--- src/rtl/ffba_pkg.sv ---
// ----------------------------------------------------------------------------
// ffba_pkg
// Shared types and constants for the first-fit bump allocator.
// ----------------------------------------------------------------------------
`default_nettype none

package ffba_pkg;

  localparam logic [1:0] CMD_ALLOC   = 2'd0;
  localparam logic [1:0] CMD_FREE    = 2'd1;
  localparam logic [1:0] CMD_REALLOC = 2'd2;

  localparam logic [1:0] ST_OK      = 2'd0;
  localparam logic [1:0] ST_NOMEM   = 2'd1;
  localparam logic [1:0] ST_UNKNOWN = 2'd2;

  localparam logic REG_HEAP_START = 1'b0;
  localparam logic REG_HEAP_END   = 1'b1;

  localparam logic [31:0] HEAP_START_RESET = 32'h0100_0000;
  localparam logic [31:0] HEAP_END_RESET   = 32'h1000_0000;
  localparam logic [31:0] HDR_BYTES        = 32'd16;
  localparam logic [32:0] ROUND_ADD        = 33'd15;
  localparam logic [32:0] ROUND_MASK       = ~33'd15;

  typedef enum logic [1:0] {
    OP_NOP     = 2'd0,
    OP_ALLOC   = 2'd1,
    OP_FREE    = 2'd2,
    OP_REALLOC = 2'd3
  } op_t;

  // One classified request as it travels from the front end to the back end.
  typedef struct packed {
    op_t         op;
    logic [31:0] req;
    logic [31:0] payload;
    logic [31:0] hdr;
    logic [32:0] sz;
    logic [33:0] need;
  } item_t;

endpackage

`default_nettype wire

--- src/rtl/ffba_front.sv ---
// ----------------------------------------------------------------------------
// ffba_front
// Accepts requests, decodes the command and rounds the requested size.
// ----------------------------------------------------------------------------
`default_nettype none

module ffba_front import ffba_pkg::*; (
  input  wire logic        in_valid,
  output      logic        in_stall,
  input  wire logic [1:0]  cmd,
  input  wire logic [31:0] request_size,
  input  wire logic [31:0] payload_addr,
  input  wire logic        q_full,
  output      logic        q_push,
  output      item_t       q_item
);

  logic [32:0] sz0;
  logic [32:0] sz;

  always_comb begin
    sz0 = (request_size == 32'd0) ? 33'd1 : {1'b0, request_size};
    sz  = (sz0 + ROUND_ADD) & ROUND_MASK;

    q_item.req     = request_size;
    q_item.payload = payload_addr;
    q_item.hdr     = payload_addr - HDR_BYTES;
    q_item.sz      = sz;
    q_item.need    = {1'b0, sz} + {2'b00, HDR_BYTES};

    // A free of address zero does nothing; a reallocate of zero allocates.
    case (cmd)
      CMD_ALLOC:   q_item.op = OP_ALLOC;
      CMD_FREE:    q_item.op = (payload_addr == 32'd0) ? OP_NOP : OP_FREE;
      CMD_REALLOC: q_item.op = (payload_addr == 32'd0) ? OP_ALLOC : OP_REALLOC;
      default:     q_item.op = OP_NOP;
    endcase
  end

  assign in_stall = q_full;
  assign q_push   = in_valid && !q_full;

endmodule

`default_nettype wire

--- config.mk ---
export PLATFORM = sky130hd
export DESIGN_NAME = ffba_front
export DESIGN_NICKNAME = d
export VERILOG_FILES = /design/src/rtl/ffba_pkg.sv /design/src/rtl/ffba_front.sv
export SDC_FILE = /design/constraint.sdc
export NUM_CORES = 1
export LEC_CHECK = 0
export ABC_AREA = 1
export BUFFER_PORTS_ARGS = -buffer_cell sky130_fd_sc_hd__buf_2
export CAP_MARGIN = 10
export CORE_MARGIN = 2
export CORE_UTILIZATION = 38
export DETAILED_ROUTE_END_ITERATION = 10
export PLACE_DENSITY = 0.8
export SETUP_SLACK_MARGIN = 0.05
export SLEW_MARGIN = 20
export SYNTH_ARGS = -nofsm -noshare
export SYNTH_HDL_FRONTEND = slang
export SYNTH_SLANG_ARGS = --single-unit
--- constraint.sdc ---
create_clock -name vclk -period 2
set_clock_uncertainty 0.1 [all_clocks]
set_input_delay 0.1 -clock vclk [all_inputs]
set_output_delay 0.1 -clock vclk [all_outputs]
set_load 0.02 [all_outputs]
# Yosys cells after proc, flatten, opt, wreduce, memory -nomap -nowiden
# Cells that the tools add are included.
# totals
reg_bits,0
input_bits,68
out_inout_bits,167
wordCells,14
# op_classes
add_sub_neg,3
eq_ne,2
n_mux,4
reduce_logical,5
# ops
operator,n
32-bit zero test,2
33-bit by 5-bit adder with 34-bit output (second input constant),1
32-bit by 4-bit adder with 33-bit output (second input constant),1
32-bit two-way mux,1
32-bit by 5-bit subtractor with 32-bit output (second input constant),1
2-bit case mux with 3 select lines,1
2-bit two-way mux,2
2-bit by 1-bit == test with 1-bit output (second input constant),1
2-bit == test (second input constant),1
2-bit zero test,1
1-bit logical AND,1
1-bit zero test,1

# Depth between registers and ports, before layout
# logic_depth
depth_word,4
depth_mapped,16
depth_no_buf,16

# Worst setup path before layout
# OpenSTA, ideal clock, no wires.
# synth_timing
kind,in2out
start,input request_size[4]
end,output q_item[24] (netlist bit)
t_arrival_ps,2319
setup_slack_ps,-519
cell_stages,13
path_cell_list,buf_2 > nor4_1 > nand4_1 > nor2_1 > nor2_1 > inv_1 > ha_1 > nand4_1 > nor3_4 > nand2_2 > nor2_4 > nand2_1 > xor2_1
# synth_lines
item,line,text
"start, declared",ffba_front.sv:11,"input wire logic [31:0] request_size,"
"end, declared",ffba_front.sv:15,output item_t q_item

==> reports/qor.csv <==
metric,value,unit
outcome,"finished, violations left",
violations,setup timing,
dieArea,8740,sq um
antennaDiodeCount,0,
synth.avg_cell_area,5.30,sq um
port_buffers,226,
crit_end,q_item[16],
cp.required,1.80,ns
synthCells,574,
tns,-8.78,ns
worstSetupPathDepth,14,
worstPathBufferInverterCount,4,
crit_chain,buf_8 -> nor4_4 -> nand4_1 -> nor2_2 -> nor2_4 -> inv_4 -> ha_4 -> nand4_1 -> nor3_4 -> nand2_2 -> nor2_4 -> buf_6 -> xor2_2 -> buf_6,
gp_congestion,0.967,
die_w,93.5,um
vdd_drop_max,0.000223,V
p_clk_frac,0,
finalCritPeriodShare,1.34,
layout-drive-gt1-share,0.575,
nNetsFinal,930,
ys_types,31,
timing.fmax,372,MHz
fp-row-count,32,
via_per_inst,5.07,
rsz0062_at_grt,true,
yosysWarningCount,0,
end_kind,primary output,
routed_wl,14.6,mm
dp_hpwl,11.0,mm
startpoint_type,input pin,
first_pass_iters,6,
wl_per_cell,15.2,um
antenna_found_initial,0,
drt_iter0_drc,382,
synth.most_common_cell,nand2_1,
timing.final.hold_violations,0,
startpoint,request_size[25],
seqCellArea,0,sq um
finalPower,1.19,mW
slowest_delay,0.35,ns
fin_hold_ws,0.318,ns
pre_cts_slack,-0.603,ns
switching_share,0.608,
grtUsageTotal,0.292,
synth_top_area_share,0.195,
finalCriticalPeriod,2.69,ns
cap_violations,0,
initial_utilization,0.394,
io_pins,235,
fin_ws,-0.687,ns
vias,4870,
min_path_type,input pin to primary output,
crit_family,simple AND/OR/NAND/NOR gates,
setup_viol,23,
synth.area.top_cells,"buf_4 (19%), nand2_1 (17%), inv_1 (11%)",
seq_cell_count,0,
arrival,2.49,ns
overflow,0,
final_core_util,0.719,
netlist_area,3040,sq um
power_frac_comb,1.000,
cpMaxStageDelayCell,nor3_4,
critPathMaxFanout,4,
switchingPower,721,uW
drc,0,
leakagePower,3.00,nW
area_delta_synth_final,82.6,%
p_int,465,uW
die_h,93.5,um
p_seq_frac,0,
n_clock_buffer,0,
slew_violations,0,
ys_seq_area_frac,0,
netlist_top_cells_count,"nand2_1 (140), inv_1 (86), buf_4 (79)",
drtAntennaViolNets,0,
power_density,213,nW/um^2
grt_max_degree,8,
core,7730,sq um
first_global_vias,4538,
criticalPathCategory,input pin to primary output,
yosys.area.top_type,buf_4,
grt_pass1_wl,20.8,mm
power by group through the flow:
stage	clock network [mW]	logic, mW	registers (mW)
2_1_floorplan	0	0.640	0
3_3_place_gp	0	1.01	0
3_5_place_dp	0	1.03	0
4_1_cts	0	1.10	0
5_1_grt	0	1.25	0
6_report	0	1.19	0
repair_timing:
| item | CTS | global route |
|---|---|---|
| setup endpoints to repair | 33 | 39 |
| setup buffers | 11 | 8 |
| resized for setup | 95 | 86 |
| pin swaps | 40 | 43 |
| hold buffers | 0 | 0 |
| gates cloned | 0 | 0 |
worst min path at each step:
| stage | cells after the start | from | slack, ns | end |
|---|---|---|---|---|
| finish | 2 | request_size[3] | 0.32 | q_item[134] |
| global route | 2 | request_size[2] | 0.32 | q_item[133] |
| CTS | 2 | request_size[2] | 0.32 | q_item[133] |
| detailed placement | 2 | q_full | 0.33 | in_stall |
| global placement | 2 | q_full | 0.33 | in_stall |
| floorplan | 1 | cmd[0] | 0.18 | q_item[163] |
routing by layer:
layer / track usage / vias to the layer above / part of all wire
met5: 0 / - / 0
met4: 0.118 / 0 / 0.056
met3: 0.0242 / 76 / 0.085
met2: 0.563 / 333 / 0.52
met1: 0.326 / 2199 / 0.34
li1: - / 2262 / -
cell type report:
class | instances | area, sq um
Inverter | 90 | 340
Tap cell | 102 | 128
Timing Repair Buffer | 357 | 2380
Multi-Input combinational cell | 411 | 2710
Fill cell | 571 | 2170
placed cells by master, fill, tap and decap left out, types with 2 or more instances in the layout:
cell type / Yosys / final
nor4_1: 8 / 2
nand3_1: 46 / 32
and2_1: 8 / 6
inv_1: 86 / 76
nor2_1: 77 / 47
nor4_2: 0 / 2
inv_2: 3 / 12
nor4_4: 0 / 4
nand3_2: 7 / 13
nand3_4: 0 / 8
xnor2_1: 13 / 13
and2_4: 0 / 2
nor2_2: 13 / 26
nand3b_1: 5 / 5
xor2_2: 0 / 5
nor2_4: 5 / 22
buf_4: 79 / 135
nor3_2: 2 / 3
xor2_1: 29 / 20
buf_2: 2 / 182
o21ai_0: 4 / 4
nor3_4: 1 / 2
nand2_2: 9 / 26
nand2_1: 140 / 120
buf_6: 0 / 38
nor3_1: 11 / 9
nand2_4: 0 / 3
conb_1: 1 / 9
nand4_1: 15 / 15
buf_8: 0 / 2
xor2_4: 0 / 4
logic make-up after synthesis:
family	synth area share
AO/OA/AOI/OAI	0.0132
buffers and inverters	0.309
other	0.00123
XOR/XNOR	0.121
AND/OR/NAND/NOR	0.547
adder cells (fa/ha/maj)	0.00822
per-stage QoR:
stage / cell area, sq um / instances
global route: 5560 / 960
global placement: 4740 / 943
floorplan: 3230 / 582
finish: 5560 / 960
detailed placement: 4740 / 943
CTS: 5170 / 954
Note: power is estimated with default switching activity, not from simulation.
