File: config.mk
export PLATFORM = sky130hd
export DESIGN_NAME = ffba_queue
export DESIGN_NICKNAME = d
export VERILOG_FILES = /design/src/rtl/ffba_pkg.sv /design/src/rtl/ffba_queue.sv
export SDC_FILE = /design/constraint.sdc
export NUM_CORES = 1
export LEC_CHECK = 0
export BUFFER_PORTS_ARGS = -buffer_cell sky130_fd_sc_hd__buf_2
export CAP_MARGIN = 20
export CORE_MARGIN = 2
export CORE_UTILIZATION = 57
export CTS_BUF_LIST = sky130_fd_sc_hd__clkbuf_2
export CTS_CLUSTER_SIZE = 20
export DETAILED_ROUTE_END_ITERATION = 10
export PLACE_DENSITY = 0.84
export SLEW_MARGIN = 10
export SYNTH_ARGS = -nofsm -noshare
export SYNTH_HDL_FRONTEND = slang
export SYNTH_SLANG_ARGS = --single-unit
File: constraint.sdc
create_clock -name clk -period 24 [get_ports clk]
set_input_delay 4.8 -clock clk [delete_from_list [all_inputs] [get_ports clk]]
set_output_delay 4.8 -clock clk [all_outputs]
set_load 0.02 [all_outputs]
File: src/rtl/ffba_pkg.sv
// ----------------------------------------------------------------------------
// ffba_pkg
// Shared types and constants for the first-fit bump allocator.
// ----------------------------------------------------------------------------
`default_nettype none

package ffba_pkg;

  localparam logic [1:0] CMD_ALLOC   = 2'd0;
  localparam logic [1:0] CMD_FREE    = 2'd1;
  localparam logic [1:0] CMD_REALLOC = 2'd2;

  localparam logic [1:0] ST_OK      = 2'd0;
  localparam logic [1:0] ST_NOMEM   = 2'd1;
  localparam logic [1:0] ST_UNKNOWN = 2'd2;

  localparam logic REG_HEAP_START = 1'b0;
  localparam logic REG_HEAP_END   = 1'b1;

  localparam logic [31:0] HEAP_START_RESET = 32'h0100_0000;
  localparam logic [31:0] HEAP_END_RESET   = 32'h1000_0000;
  localparam logic [31:0] HDR_BYTES        = 32'd16;
  localparam logic [32:0] ROUND_ADD        = 33'd15;
  localparam logic [32:0] ROUND_MASK       = ~33'd15;

  typedef enum logic [1:0] {
    OP_NOP     = 2'd0,
    OP_ALLOC   = 2'd1,
    OP_FREE    = 2'd2,
    OP_REALLOC = 2'd3
  } op_t;

  // One classified request as it travels from the front end to the back end.
  typedef struct packed {
    op_t         op;
    logic [31:0] req;
    logic [31:0] payload;
    logic [31:0] hdr;
    logic [32:0] sz;
    logic [33:0] need;
  } item_t;

endpackage

`default_nettype wire

File: src/rtl/ffba_queue.sv
// ----------------------------------------------------------------------------
// ffba_queue
// Two-entry queue of classified requests between front and back ends.
// ----------------------------------------------------------------------------
`default_nettype none

module ffba_queue import ffba_pkg::*; (
  input  wire logic  clk,
  input  wire logic  rst,
  input  wire logic  push,
  input  wire item_t push_item,
  output      logic  full,
  input  wire logic  pop,
  output      logic  not_empty,
  output      item_t head
);

  item_t      entry [2];
  logic       wr_ptr;
  logic       rd_ptr;
  logic [1:0] fill;

  assign full      = (fill == 2'd2);
  assign not_empty = (fill != 2'd0);
  assign head      = entry[rd_ptr];

  always_ff @(posedge clk) begin
    if (rst) begin
      wr_ptr <= 1'b0;
      rd_ptr <= 1'b0;
      fill   <= 2'd0;
    end else begin
      if (push) begin
        wr_ptr <= ~wr_ptr;
      end
      if (pop) begin
        rd_ptr <= ~rd_ptr;
      end
      if (push && !pop) begin
        fill <= fill + 2'd1;
      end else if (pop && !push) begin
        fill <= fill - 2'd1;
      end
    end
    if (push) begin
      entry[wr_ptr] <= push_item;
    end
  end

endmodule

`default_nettype wire

# After elaboration in Yosys (flattened, before gate mapping)
# Memories as Yosys holds them, arrays and structs flattened. A register that Yosys moved wholly into a read port is not among the register bits.
# Index checks and enable logic that the tools add are counted.
# Widths: inputs -> output; s select.
totals:
  register_bits: 4
  ramBits: 330
  inputBits: 169
  out_inout_bits: 167
  elab_cells: 21
  n_memories: 1
classes:
  n_addsub: 2
  eq_ne: 1
  mux: 6
  n_bitwise: 2
  n_reduce_logical: 6
memory_table:
  columns: ["name", "words", "word_bits", "rd", "rd_clocked_by_memory_dff", "write_ports", "line_no", "text"]
  rows:
  - ["entry", 2, 165, 1, 1, 1, "ffba_queue.sv:18", "item_t entry [2];"]
op_table:
  columns: ["operator", "count"]
  rows:
  - ["$mux 1", 4]
  - ["$mux 2", 2]
  - ["$reduce_bool 2->1", 2]
  - ["$add 2x1->2 const B", 1]
  - ["$eq 2x2->1 const B", 1]
  - ["$logic_and 1x1->1", 2]
  - ["$logic_not 1->1", 2]
  - ["$not 1->1", 2]
  - ["$sub 2x1->2 const B", 1]

# Logic depth before layout (Yosys ltp)
depth:
  depth_word: 4
  ltp_mapped: 5
  ltp_nobuf: 5

# Least setup slack after synthesis
# OpenSTA, ideal clock, no wires.
synth_timing:
  path_type: "input -> register"
  startpoint: "in push"
  endpoint: "mem entry[0][0] in the netlist's numbering (enable)"
  setup_time_ps: 712
  arrival_ps: 11929
  t_required_ps: 23288
  slack_ps: 11359
  cell_stages: 1
  path_buffers: 0
  cell_sequence: "nor2b_1"
synth_between:
  elab_chain_cells: 2
synth_rtl:
  columns: ["element", "line_no", "text"]
  rows:
  - ["start, declared", "ffba_queue.sv:10", "input wire logic push,"]
  - ["$mux 1", "ffba_queue.sv:45", "if (push) begin"]
  - ["$mux 1 (implied by the code)", "ffba_queue.sv:46", "entry[wr_ptr] <= push_item;"]
  - ["end, declared", "ffba_queue.sv:18", null]
# Every way passes these cells.

==> tab_implementation.tex <==
\begin{tabular}{lr}
\hline
Metric & Value \\
\hline
\multicolumn{2}{l}{\textbf{Run status}} \\
\quad Status & complete, no violations \\
\multicolumn{2}{l}{\textbf{Floorplanning}} \\
\quad DIE HEIGHT & 150.1 um \\
\quad Placeable core area & between 20000 and 25000 um\^{}2 \\
\quad Horizontal extent of the die & approximately 150 um \\
\quad Ports placed on the boundary & 336 \\
\quad Die outline area & 22540 um\^{}2 \\
\quad Row count & 53 \\
\quad Initial core utilization & 0.5790 \\
\multicolumn{2}{l}{\textbf{Clock network}} \\
\quad \# clock sinks & roughly 340 \\
\quad Cell chosen for the clock root & sky130\_fd\_sc\_hd\_\_clkbuf\_2 \\
\quad Buffers inserted by post-CTS timing repair & 0 \\
\quad Cts bufs inserted & 80 \\
\quad Clock transition at the registers of the reported paths & around 0.10 ns \\
\quad CTS tree & done \\
\quad CTS Hold Bufs & 0 \\
\quad H-tree depth & 3 \\
\quad CTS-repair resized insts & 0 \\
\quad Worst-case clock buffer depth & 3 \\
\quad Clk\_lat worst skew & 0.83 ns \\
\multicolumn{2}{l}{\textbf{Run}} \\
\quad Count of maximum capacitance violations & 0 \\
\multicolumn{2}{l}{\textbf{Synth}} \\
\quad Basic-gate share of the synthesized area counting and, or, nand and nor cells & 0.003803 \\
\quad Netlist area before placement & 12170 um\^{}2 \\
\quad Xor and xnor fraction of the mapped netlist area & 0.002878 \\
\quad Mapped Nets & just over 700 \\
\quad Cells after synthesis & around 540 \\
\quad Sequential area share after synthesis & 0.8224 \\
\quad Dominant combinational cell family by area after synthesis & multiplexers \\
\quad Register bit count reported by yosys & 335 \\
\quad Synth unique cells & 16 \\
\quad Synthesized-area fraction occupied by ao, oa, aoi and oai cells & 0.0008224 \\
\quad Synthesized area divided by synthesized cell count & roughly 23 um\^{}2 \\
\quad Warning count from the yosys run & 0 \\
\quad Fraction of the mapped netlist area in adder cells & 0.001028 \\
\quad Fraction of synthesized area in multiplexers & 0.1527 \\
\multicolumn{2}{l}{\textbf{Global routing}} \\
\quad Antenna violations before repair & 8 \\
\quad Final global-route overflow total & 0 \\
\quad Vias in the first global route & approximately 6.8k \\
\quad Maximum number of pins on one net before global-route repair & 84 \\
\quad Wire length of the first global-routing pass & 34.14 mm \\
\quad Global router's overall resource usage & 0.2022 \\
\multicolumn{2}{l}{\textbf{Worst setup path}} \\
\quad Type of element launching the critical path & flip-flop \\
\quad Largest stage delay on the critical path & 0.88 ns \\
\quad Library cell appearing most often on the critical path & sky130\_fd\_sc\_hd\_\_buf\_4 \\
\quad Worst Path Class, Setup & flip-flop to output pin \\
\quad Req. time, crit path & about 19 ns \\
\quad Critical path data arrival time & just under 3 ns \\
\quad Crit. End Element & output pin \\
\quad Critical path peak fanout & between 80 and 90 \\
\quad Worst-path cell chain & buf\_4 -> buf\_4 -> mux2\_2 -> buf\_2 \\
\quad Slowest cell on the critical path & sky130\_fd\_sc\_hd\_\_buf\_4 \\
\multicolumn{2}{l}{\textbf{STA}} \\
\quad Summed negative setup slack over all endpoints & 0 ns \\
\quad RSZ-0062 raised after global routing & false \\
\quad Total count of max-transition violations in the final report & 0 \\
\quad Setup-failing EPs final & 0 \\
\quad Hold Violations, Final & 0 \\
\quad Fmax & approximately 0.13 GHz \\
\quad Worst Max-Slew Pin Slew & $\sim$1.1 ns \\
\quad Post-layout minimum cycle time & a little under 8 ns \\
\quad Post-route clock skew & 0.03720 ns \\
\quad Period utilisation layout & 0.3222 \\
\quad Worst rel slew slack & 0.2609 \\
\multicolumn{2}{l}{\textbf{Min path}} \\
\quad Classification of the worst-slack hold path & flip-flop to flip-flop \\
\multicolumn{2}{l}{\textbf{Pwr}} \\
\quad Maximum VDD drop & around 53 uV \\
\quad Static Leak & between 5 and 6 nW \\
\quad PwrDens & just over 80 nW/um\^{}2 \\
\multicolumn{2}{l}{\textbf{Routing}} \\
\quad Count of vias placed by the detailed router & $\sim$6.5k \\
\quad Post-route DRC & 0 \\
\quad Total detailed-routing wirelength & 23.52 mm \\
\quad Drt via density & between 5 and 6 \\
\quad Post-route ant nets & 0 \\
\quad Count of routing violations after the opening detailed-route iteration & approximately 290 \\
\quad Number of iterations in the first detailed-routing pass & 4 \\
\quad Routed WL per cell & 18.50 um \\
\multicolumn{2}{l}{\textbf{Final layout}} \\
\quad Ratio of cells with drive above 1 in the final layout & 0.6331 \\
\quad Filler cell count in the final layout & $\sim$1.4k \\
\quad Number of nets in the final layout & between 1k and 1.5k \\
\quad Final Core Density & 0.7048 \\
\quad Syn-to-layout area delta & 21.72\% \\
\multicolumn{2}{l}{\textbf{Placement}} \\
\quad Post-DP HPWL & $\sim$15 mm \\
\quad Count of input and output buffers & between 300 and 400 \\
\quad Routability cong. & around 0.75 \\
\hline
\end{tabular}
## state kept, by name (all words and copies together) (netlist names), named ones only
signal,flops
fill,2
wr_ptr,1
rd_ptr,1
entry,330
## area by class of cell
| class | count | area [um^2] | share of cell area |
|---|---|---|---|
| Clock inverter | 21 | 140.1 | 0.009459 |
| Timing Repair Buffer | 343 | 1777 | 0.1199 |
| Sequential cell | 335 | 10010 | 0.6759 |
| Multi-Input combinational cell | 181 | 1972 | 0.1331 |
| Antenna cell | 4 | 10.01 | 0.0006756 |
| Inverter | 1 | 3.754 | 0.0002534 |
| Clock buffer | 111 | 555.5 | 0.03750 |
| Tap cell | 275 | 344.1 | 0.02322 |
## cells in the final DEF, fill, tap and decap left out, types with 4 or more instances in the layout
master	instances
sky130_fd_sc_hd__buf_2	335
sky130_fd_sc_hd__clkinv_1	16
sky130_fd_sc_hd__nor2_1	4
sky130_fd_sc_hd__dfxtp_1	4
sky130_fd_sc_hd__diode_2	4
sky130_fd_sc_hd__buf_4	6
sky130_fd_sc_hd__mux2_2	165
sky130_fd_sc_hd__clkbuf_2	111
sky130_fd_sc_hd__edfxtp_1	330
## power breakdown
| group | switching, mW | total (mW) | internal, mW |
|---|---|---|---|
| sequential | 0.00807 | 0.690 | 0.682 |
| clock | 0.204 | 0.348 | 0.145 |
| combinational | 0.0988 | 0.163 | 0.0646 |
| total | 0.311 | 1.20 | 0.891 |
## synthesized netlist by cell type
library cell               count  area, um^2
sky130_fd_sc_hd__a21oi_1       1       5.000
sky130_fd_sc_hd__and2_1        1       6.260
sky130_fd_sc_hd__buf_2         1       5.000
sky130_fd_sc_hd__buf_6        17       191.4
sky130_fd_sc_hd__dfxtp_1       5       100.1
sky130_fd_sc_hd__edfxtp_1    330        9910
sky130_fd_sc_hd__ha_1          1       12.51
sky130_fd_sc_hd__inv_1         1       3.750
sky130_fd_sc_hd__mux2_2      165        1858
sky130_fd_sc_hd__nor2_1        4       15.01
sky130_fd_sc_hd__nor2b_1       2       12.51
sky130_fd_sc_hd__o21ai_0       1       5.000
sky130_fd_sc_hd__or2_2         1       6.260
sky130_fd_sc_hd__or3_1         1       6.260
sky130_fd_sc_hd__xnor2_1       2       17.52
sky130_fd_sc_hd__xor2_1        2       17.52
## critical path, delay by kind of cell, from the launching register on
| kind | cells | cell delay (ns) |
|---|---|---|
| buffers and inverters | 3 | 1.29 |
| muxes | 1 | 0.44 |
| DFF | 1 | 0.34 |
## final timing paths
path,slack (ns),to,start,cells past startpoint
setup reg to reg,21.83,entry[1][95],wr_ptr,2
hold / removal,0.52,flip-flop,rd_ptr,2
hold reg to reg,0.52,flip-flop,rd_ptr,2
setup / recovery,16.27,head[69],flip-flop,4
## cell families (layout without fill, tap and decap cells)
group,Yosys count,after routing
AOI/OAI and AO/OA,2,2
DFF,335,335
other,0,4
muxes,165,165
adders and majority gates,1,1
buffers and inverters,19,476
and+or+nand+nor,9,9
xor gates and xnor gates,4,4
## stage by stage
stage / area (um^2) / hold WS [ns] / instances / total power, mW / setup slack [ns]
floorplan: 12170 / 0.4558 / 535 / 0.8153 / 11.36
global placement: 14050 / 0.4867 / 1133 / 0.8617 / 16.38
detailed placement: 14050 / 0.5040 / 1133 / 0.8670 / 16.42
CTS: 14750 / 0.5285 / 1265 / 1.216 / 15.48
global route: 14810 / 0.5866 / 1269 / 1.257 / 16.04
finish: 14820 / 0.5237 / 1271 / 1.202 / 16.27
## layer usage
metal | global-route usage | vias to the layer above | share of wire
met5 | 0 | - | 0.0010
met1 | 0.2221 | 3141 | 0.36
met2 | 0.3402 | 299 | 0.51
met4 | 0.08396 | 4 | 0.022
met3 | 0.09394 | 48 | 0.10
li1 | - | 3009 | -
No activity file was read; power rests on OpenSTA's default activity.
